**src/rtl/sha_pkg.sv**
```systemverilog
// Shared types, constants and a helper function for the SHA-256 hash engine.
`timescale 1ns / 1ps
`default_nettype none

package sha_pkg;

  // Control state of the top-level sequencer, one-hot coded.
  typedef enum logic [4:0] {
    ST_IDLE  = 5'b00001,
    ST_ROUND = 5'b00010,
    ST_ADD   = 5'b00100,
    ST_PAD   = 5'b01000,
    ST_OUT   = 5'b10000
  } sha_state_t;

  // Commands from the sequencer to the compression core.
  typedef struct packed {
    logic       shift_in;   // shift one byte into the block window
    logic [7:0] byte_val;   // the byte to shift in
    logic       start;      // load working variables from the hash words
    logic       run;        // execute one compression round
    logic       add_back;   // add working variables into the hash words
    logic       rotate;     // rotate hash words by one for readout
    logic       reinit;     // restore the initial hash values
  } sha_ctl_t;

  localparam int unsigned NUM_ROUNDS = 64;
  localparam int unsigned BLOCK_BYTES = 64;
  localparam logic [7:0] PAD_MARK = 8'h80;
  localparam logic [6:0] LEN_OFFSET = 7'd56;
  localparam logic [3:0] LEN_BYTES = 4'd8;

  localparam logic [31:0] INIT_HASH [8] = '{
    32'h6a09e667, 32'hbb67ae85, 32'h3c6ef372, 32'ha54ff53a,
    32'h510e527f, 32'h9b05688c, 32'h1f83d9ab, 32'h5be0cd19
  };

  localparam logic [31:0] ROUND_K [64] = '{
    32'h428a2f98, 32'h71374491, 32'hb5c0fbcf, 32'he9b5dba5,
    32'h3956c25b, 32'h59f111f1, 32'h923f82a4, 32'hab1c5ed5,
    32'hd807aa98, 32'h12835b01, 32'h243185be, 32'h550c7dc3,
    32'h72be5d74, 32'h80deb1fe, 32'h9bdc06a7, 32'hc19bf174,
    32'he49b69c1, 32'hefbe4786, 32'h0fc19dc6, 32'h240ca1cc,
    32'h2de92c6f, 32'h4a7484aa, 32'h5cb0a9dc, 32'h76f988da,
    32'h983e5152, 32'ha831c66d, 32'hb00327c8, 32'hbf597fc7,
    32'hc6e00bf3, 32'hd5a79147, 32'h06ca6351, 32'h14292967,
    32'h27b70a85, 32'h2e1b2138, 32'h4d2c6dfc, 32'h53380d13,
    32'h650a7354, 32'h766a0abb, 32'h81c2c92e, 32'h92722c85,
    32'ha2bfe8a1, 32'ha81a664b, 32'hc24b8b70, 32'hc76c51a3,
    32'hd192e819, 32'hd6990624, 32'hf40e3585, 32'h106aa070,
    32'h19a4c116, 32'h1e376c08, 32'h2748774c, 32'h34b0bcb5,
    32'h391c0cb3, 32'h4ed8aa4a, 32'h5b9cca4f, 32'h682e6ff3,
    32'h748f82ee, 32'h78a5636f, 32'h84c87814, 32'h8cc70208,
    32'h90befffa, 32'ha4506ceb, 32'hbef9a3f7, 32'hc67178f2
  };

  function automatic logic [31:0] ror32(input logic [31:0] v, input int unsigned r);
    ror32 = (v >> r) | (v << (32 - r));
  endfunction

endpackage

`default_nettype wire

```
**src/rtl/sha_core.sv**
```systemverilog
// SHA-256 compression core: block window, message schedule, round unit and hash words.
`timescale 1ns / 1ps
`default_nettype none

module sha_core
  import sha_pkg::*;
(
  input  wire logic        clk,
  input  wire logic        rst,
  input  wire sha_ctl_t    ctl,
  output logic             round_last,
  output logic [31:0]      head_word
);

  logic [31:0] hash [8];
  logic [31:0] vars [8];
  logic [31:0] win  [16];
  logic [5:0]  rnd;

  logic [31:0] big_s0, big_s1, ch, mj, t1, t2, w_new;

  // One round per cycle. The window's oldest word is W[t]; the word sixteen
  // rounds ahead is formed from fixed taps and appended at the young end.
  always_comb begin
    big_s1 = ror32(vars[4], 6) ^ ror32(vars[4], 11) ^ ror32(vars[4], 25);
    ch     = (vars[4] & vars[5]) ^ (~vars[4] & vars[6]);
    t1     = vars[7] + big_s1 + ch + ROUND_K[rnd] + win[0];
    big_s0 = ror32(vars[0], 2) ^ ror32(vars[0], 13) ^ ror32(vars[0], 22);
    mj     = (vars[0] & vars[1]) ^ (vars[0] & vars[2]) ^ (vars[1] & vars[2]);
    t2     = big_s0 + mj;
    w_new  = win[0]
           + (ror32(win[1], 7) ^ ror32(win[1], 18) ^ (win[1] >> 3))
           + win[9]
           + (ror32(win[14], 17) ^ ror32(win[14], 19) ^ (win[14] >> 10));
  end

  assign round_last = (rnd == 6'(NUM_ROUNDS - 1));
  assign head_word  = hash[0];

  always_ff @(posedge clk) begin
    if (rst) begin
      rnd <= '0;
    end else if (ctl.start) begin
      rnd <= '0;
    end else if (ctl.run) begin
      rnd <= rnd + 6'd1;
    end
  end

  always_ff @(posedge clk) begin
    if (rst || ctl.reinit) begin
      for (int i = 0; i < 8; i++) hash[i] <= INIT_HASH[i];
    end else if (ctl.add_back) begin
      for (int i = 0; i < 8; i++) hash[i] <= hash[i] + vars[i];
    end else if (ctl.rotate) begin
      for (int i = 0; i < 7; i++) hash[i] <= hash[i + 1];
      hash[7] <= hash[0];
    end
  end

  always_ff @(posedge clk) begin
    if (ctl.start) begin
      for (int i = 0; i < 8; i++) vars[i] <= hash[i];
    end else if (ctl.run) begin
      for (int i = 1; i < 8; i++) vars[i] <= vars[i - 1];
      vars[4] <= vars[3] + t1;
      vars[0] <= t1 + t2;
    end
  end

  always_ff @(posedge clk) begin
    if (ctl.shift_in) begin
      for (int i = 0; i < 15; i++) win[i] <= {win[i][23:0], win[i + 1][31:24]};
      win[15] <= {win[15][23:0], ctl.byte_val};
    end else if (ctl.run) begin
      for (int i = 0; i < 15; i++) win[i] <= win[i + 1];
      win[15] <= w_new;
    end
  end

endmodule

`default_nettype wire

```
**src/rtl/sha256_hash_engine.sv**
```systemverilog
// Top level of the streaming SHA-256 hash engine: sequencer, padding and digest readout.
`timescale 1ns / 1ps
`default_nettype none

// Channel  Handshake            Payload                               Meaning
// -------  -------------------  ------------------------------------  ----------------------
// in       in_valid / in_ready  msg_byte, has_byte, end_of_message    one message word
// out      out_valid/out_ready  digest_word, word_index, last_word    one digest word
//
// Each message word with a byte is taken into the block. The 64th byte of a block
// starts the shared round unit, which runs the 64 rounds and then adds the result
// into the hash words; in_ready is low meanwhile. An end word adds 9 to 72 padding
// and length bytes at one per cycle between compressions, with one or two
// compressions, then the eight digest words go out in order, one per accepted output
// word. Reset is synchronous and restores the initial hash values; the block is
// ready in the cycle after reset. The digest readout waits as long as out_ready is low.

module sha256_hash_engine
  import sha_pkg::*;
(
  input  wire logic        clk,
  input  wire logic        rst,
  input  wire logic        in_valid,
  output logic             in_ready,
  input  wire logic [7:0]  msg_byte,
  input  wire logic        has_byte,
  input  wire logic        end_of_message,
  output logic             out_valid,
  input  wire logic        out_ready,
  output logic [31:0]      digest_word,
  output logic [2:0]       word_index,
  output logic             last_word
);

  sha_state_t  state, state_next;
  logic [6:0]  fill_count;
  logic [60:0] byte_total;
  logic        in_pad;      // the current message has ended and is being padded
  logic        sent_mark;   // the 0x80 byte has gone in
  logic [3:0]  len_cnt;     // length bytes already appended
  logic [63:0] len_shift;   // bit length, big-endian byte at the top

  sha_ctl_t    ctl;
  logic        round_last;
  logic [31:0] head_word;

  logic        in_fire, out_fire, absorb, block_full;
  logic [7:0]  pad_byte;
  logic [6:0]  fill_inc;
  logic [60:0] total_new;
  logic        len_phase;

  assign in_ready  = (state == ST_IDLE);
  assign out_valid = (state == ST_OUT);
  assign in_fire   = in_valid && in_ready;
  assign out_fire  = out_valid && out_ready;

  assign digest_word = head_word;
  assign last_word   = (word_index == 3'd7);

  // Padding: the marker byte first, then zeros up to offset 56 of a block,
  // then the eight length bytes.
  assign len_phase = sent_mark && ((fill_count == LEN_OFFSET) || (len_cnt != 4'd0));
  always_comb begin
    if (!sent_mark) begin
      pad_byte = PAD_MARK;
    end else if (len_phase) begin
      pad_byte = len_shift[63:56];
    end else begin
      pad_byte = 8'h00;
    end
  end

  assign absorb     = (in_fire && has_byte) || (state == ST_PAD);
  assign fill_inc   = fill_count + 7'd1;
  assign block_full = absorb && (fill_inc == 7'(BLOCK_BYTES));
  assign total_new  = byte_total + 61'(has_byte);

  always_comb begin
    ctl          = '0;
    ctl.shift_in = absorb;
    ctl.byte_val = (state == ST_PAD) ? pad_byte : msg_byte;
    ctl.start    = block_full;
    ctl.run      = (state == ST_ROUND);
    ctl.add_back = (state == ST_ADD);
    ctl.rotate   = out_fire && !last_word;
    ctl.reinit   = out_fire && last_word;
  end

  always_comb begin
    state_next = state;
    case (state)
      ST_IDLE: begin
        if (in_fire) begin
          if (block_full) begin
            state_next = ST_ROUND;
          end else if (end_of_message) begin
            state_next = ST_PAD;
          end
        end
      end
      ST_PAD: begin
        if (block_full) begin
          state_next = ST_ROUND;
        end
      end
      ST_ROUND: begin
        if (round_last) begin
          state_next = ST_ADD;
        end
      end
      ST_ADD: begin
        if (!in_pad) begin
          state_next = ST_IDLE;
        end else if (len_cnt == LEN_BYTES) begin
          state_next = ST_OUT;
        end else begin
          state_next = ST_PAD;
        end
      end
      ST_OUT: begin
        if (out_fire && last_word) begin
          state_next = ST_IDLE;
        end
      end
      default: begin
        state_next = ST_IDLE;
      end
    endcase
  end

  always_ff @(posedge clk) begin
    if (rst) begin
      state      <= ST_IDLE;
      fill_count <= '0;
      byte_total <= '0;
      in_pad     <= 1'b0;
      sent_mark  <= 1'b0;
      len_cnt    <= '0;
      word_index <= '0;
    end else begin
      state <= state_next;

      if (absorb) begin
        fill_count <= block_full ? 7'd0 : fill_inc;
      end

      if (in_fire) begin
        byte_total <= total_new;
        if (end_of_message) begin
          in_pad    <= 1'b1;
          sent_mark <= 1'b0;
          len_cnt   <= '0;
        end
      end

      if (state == ST_PAD) begin
        sent_mark <= 1'b1;
        if (len_phase) begin
          len_cnt <= len_cnt + 4'd1;
        end
      end

      if (out_fire) begin
        word_index <= word_index + 3'd1;
        if (last_word) begin
          fill_count <= '0;
          byte_total <= '0;
          in_pad     <= 1'b0;
          sent_mark  <= 1'b0;
          len_cnt    <= '0;
        end
      end
    end
  end

  always_ff @(posedge clk) begin
    if (in_fire && end_of_message) begin
      len_shift <= {total_new, 3'b000};
    end else if ((state == ST_PAD) && sent_mark && len_phase) begin
      len_shift <= {len_shift[55:0], 8'h00};
    end
  end

  sha_core u_core (
    .clk        (clk),
    .rst        (rst),
    .ctl        (ctl),
    .round_last (round_last),
    .head_word  (head_word)
  );

`ifndef ASSERT_OFF
  a_ready_room: assert property (@(posedge clk) disable iff (rst)
    in_ready |-> (fill_count < 7'(BLOCK_BYTES)))
    else $error("input taken with a full block buffer");

  a_len_bound: assert property (@(posedge clk) disable iff (rst)
    len_cnt <= LEN_BYTES)
    else $error("more length bytes appended than the length field holds");

  a_out_empty: assert property (@(posedge clk) disable iff (rst)
    out_valid |-> (fill_count == 7'd0 && len_cnt == LEN_BYTES && in_pad))
    else $error("digest offered before padding completed");

  a_done_clean: assert property (@(posedge clk) disable iff (rst)
    (out_fire && last_word) |=> (in_ready && fill_count == 7'd0 && byte_total == 61'd0))
    else $error("engine not cleared after the final digest word");

  a_round_ends: assert property (@(posedge clk) disable iff (rst)
    (state == ST_ROUND && round_last) |=> (state == ST_ADD))
    else $error("final round not followed by the hash update");
`endif

endmodule

`default_nettype wire

```
**config.mk**
```make
export PLATFORM = sky130hd
export DESIGN_NAME = sha256_hash_engine
export DESIGN_NICKNAME = d
export VERILOG_FILES = /design/src/rtl/sha_pkg.sv /design/src/rtl/sha_core.sv /design/src/rtl/sha256_hash_engine.sv
export SDC_FILE = /design/constraint.sdc
export NUM_CORES = 2
export LEC_CHECK = 0
export BUFFER_PORTS_ARGS = -buffer_cell sky130_fd_sc_hd__buf_2
export CORE_UTILIZATION = 35
export DETAILED_ROUTE_END_ITERATION = 6
export RECOVER_POWER = 25
export SYNTH_ARGS = -nofsm -noshare
export SYNTH_HDL_FRONTEND = slang
export SYNTH_SLANG_ARGS = --single-unit
```
**constraint.sdc**
```tcl
create_clock -name clk -period 17.4 [get_ports clk]
set_input_delay 2.61 -clock clk [delete_from_list [all_inputs] [get_ports clk]]
set_output_delay 2.61 -clock clk [all_outputs]
set_load 0.03 [all_outputs]
```
==> flow_metrics.tcl <==
set metrics [dict create \
    status "finished with violations" \
    violations "capacitance limit, slew limit" \
    synth-seq-cells 1173 \
    drc 0 \
    hold_viol 0 \
    htree_num_levels 4 \
    arrival_ps 12790 \
    synth_ff_type "edfxtp_1" \
    grt_max_degree 193 \
    setup_tns_ps 0 \
    synth.avg_cell_area_um2 9.14 \
    cts_hold_buffers 0 \
    syn_inst 8485 \
    grtUsageMet2_pct 32.7 \
    drv_cap 13 \
    wirelength_um 245000 \
    worstSkewPairLatency_ps 830 \
    holdCritPathClass "register to register" \
    critPathKind "register to register" \
    slew_viol_final 1016 \
    first_iter_violations 5635 \
    clock-skew-final_ps 64.2 \
    async_flop_share_pct 0 \
    cp-end-kind "register" \
    yosys_warnings 0 \
    fmax_mhz 82.4 \
    first_global_vias 58500 \
    antenna_found_initial 6 \
    period_share_pct 69.7 \
    vias_per_cell 5.34 \
    drive_gt1_share_pct 4.47 \
    seq_area_frac_synth_pct 44.3 \
    clockBufferDepth 3 \
    die-area_um2 224000 \
    cts_resized 0 \
    clkSinkCount 1173 \
    yosys.cell_types.count 94 \
    drt.antenna.violating_nets 0 \
    die_x_um 473 \
    syn-num-nets 9096 \
    top_usage_layer "met2" \
    worstMarginPinSlew_ps 8500 \
    gp_congestion 0.936 \
    path_max_fanout 160 \
    io_pins 52 \
    post_cts_buffers 0 \
    firstDrtPassIters 5 \
    vias 60600 \
    num_rows 172 \
    layout_min_cycle_time_ps 12130 \
    post_drt_wl_per_cell_um 21.6 \
    final_nets 8886 \
    synth_area_um2 77600 \
    grt_first_pass_wirelength_um 368000 \
    dp.final_hpwl_um 176000 \
    pwr_density_cell_nw_per_um2 158 \
    root_buffer "clkbuf_16" \
    slew_headroom_pct -467 \
    use_met1_pct 30.2 \
    irDropWorstVdd_mv 0.189 \
    grtUsageTotal_pct 21.5 \
    cts_buffers 139 \
    start_util_pct 35.3 \
    worst_ep_required_time_ps 18060 \
    synth_edf_count 1085 \
    cts_tree "done" \
    cp-start-kind "register" \
    port_buffers 51 \
    whs_ps 468 \
    grtUsageMet3_pct 3.18 \
    clk_pin_slew_worst_paths_ps 60 \
    p_leak_uw 0.0342 \
    rsz0062_at_grt "no" \
    core_um2 220000 \
    finalSetupViolCount 0 \
    area_growth_pct 9.10 \
    die_h_um 473 \
    overflow 0 \
]
## worst paths after layout
check,from,end,slack (ps),depth (start not counted)
worst min-delay path,byte_total[0]$_SDFF_PP0_,byte_total[0]$_SDFF_PP0_,470,2
worst max register to register,state[2]$_SDFFE_PP0P_,u_core.win[4][11]$_DFFE_PP_,5270,7
worst min register to register,byte_total[0]$_SDFF_PP0_,byte_total[0]$_SDFF_PP0_,470,2
worst max-delay path,state[2]$_SDFFE_PP0P_,u_core.win[4][11]$_DFFE_PP_,5270,7
## per-stage QoR
step	setup slack, ps	util [%]	total power, uW	std cells	instance area, um2
final	5270	38.5	13300	11300	84600
after global routing	4130	38.5	14200	11300	84600
after CTS	6640	38.5	13300	11300	84700
after detailed placement	6650	36.5	10400	11100	80300
after global placement	6710	36.5	10300	11100	80300
after floorplan	1840	-	8810	8485	77600
## worst max-delay path: stages (launching register included)
cell	delay, ps
dfxtp_1	360
or3_1	440
nor3b_1	790
clkbuf_1	5610
clkbuf_1	3120
buf_4	1170
nand2_1	260
nand2_1	110
## Yosys cell counts (15+ instances only)
library cell,n,area share [%]
buf_4,33,0.32
xnor2_1,411,4.6
and2_1,20,0.16
nor2_1,426,2.1
o21ai_0,516,3.3
o31ai_1,29,0.28
fa_1,195,5.0
o21bai_1,39,0.38
dfxtp_1,88,2.3
a31oi_1,35,0.28
o22a_1,15,0.17
ha_1,402,6.5
nand2_1,2529,12
edfxtp_1,1085,42
o211ai_1,27,0.26
nand4_1,34,0.27
a21o_1,216,2.1
or2_2,21,0.17
nor2b_1,35,0.28
a21oi_1,514,3.3
mux2i_1,35,0.45
nand2b_1,72,0.58
o21a_1,61,0.59
or3_1,42,0.34
clkbuf_1,405,2.0
a211oi_1,38,0.37
and3_1,34,0.27
xor2_1,284,3.2
buf_1,37,0.18
a221oi_1,16,0.18
nor3_1,68,0.44
nand3_1,104,0.67
inv_1,364,1.8
## state kept, by name, indices dropped and copies added, names as in the netlist
register / count
u_core.hash: 256
len_cnt: 4
in_pad: 1
len_shift: 61
byte_total: 61
u_core.rnd: 6
u_core.win: 512
sent_mark: 1
state: 5
fill_count: 7
word_index: 3
u_core.vars: 256
## routing by layer
metal	wire (um)	vias up
met1	109000	29500
li1	-	28600
met5	11	-
met2	107000	2185
met4	11800	2
met3	17400	384
## power by group
group | leakage, uW | internal (uW) | total [uW] | switching, uW
Combinational | 0.0213 | 2480 | 6250 | 3770
Sequential | 0.0107 | 3810 | 4200 | 388
Clock | 0.00212 | 1600 | 2890 | 1290
Total | 0.0342 | 7890 | 13300 | 5450
## area by class of cell
class,instances,area [um2]
Antenna cell,5,12.5
Clock buffer,174,3640
Clock inverter,68,781
Fill cell,22100,135000
Inverter,366,1370
Multi-Input combinational cell,6466,40000
Sequential cell,1173,34300
Tap cell,2958,3700
Timing Repair Buffer,129,817
## cell usage in the layout, fill, tap and decap left out, types with 47 or more instances in the layout
cell and n:
clkbuf_1 47, nor2_1 424, nor3_1 67, dfxtp_1 85, o21ai_0 515, nand3_1 104, a21oi_1 514, ha_1 402
xor2_1 284, clkbuf_16 139, buf_4 64, fa_1 195, nand2b_1 72, o21a_1 61, buf_2 48, edfxtp_1 1085
xnor2_1 411, a21o_1 216, nand2_1 2526, inv_1 363
## cells by family after synthesis
kind of cell / Yosys count / synth area share (%)
compound gates: 1672 / 13.1
xor+xnor: 695 / 7.85
fa+ha+maj: 600 / 11.6
buf+inv: 846 / 4.28
flops: 1173 / 44.3
mux: 48 / 0.727
simple gates: 3451 / 18.2
No activity file was read; power rests on OpenSTA's default activity.
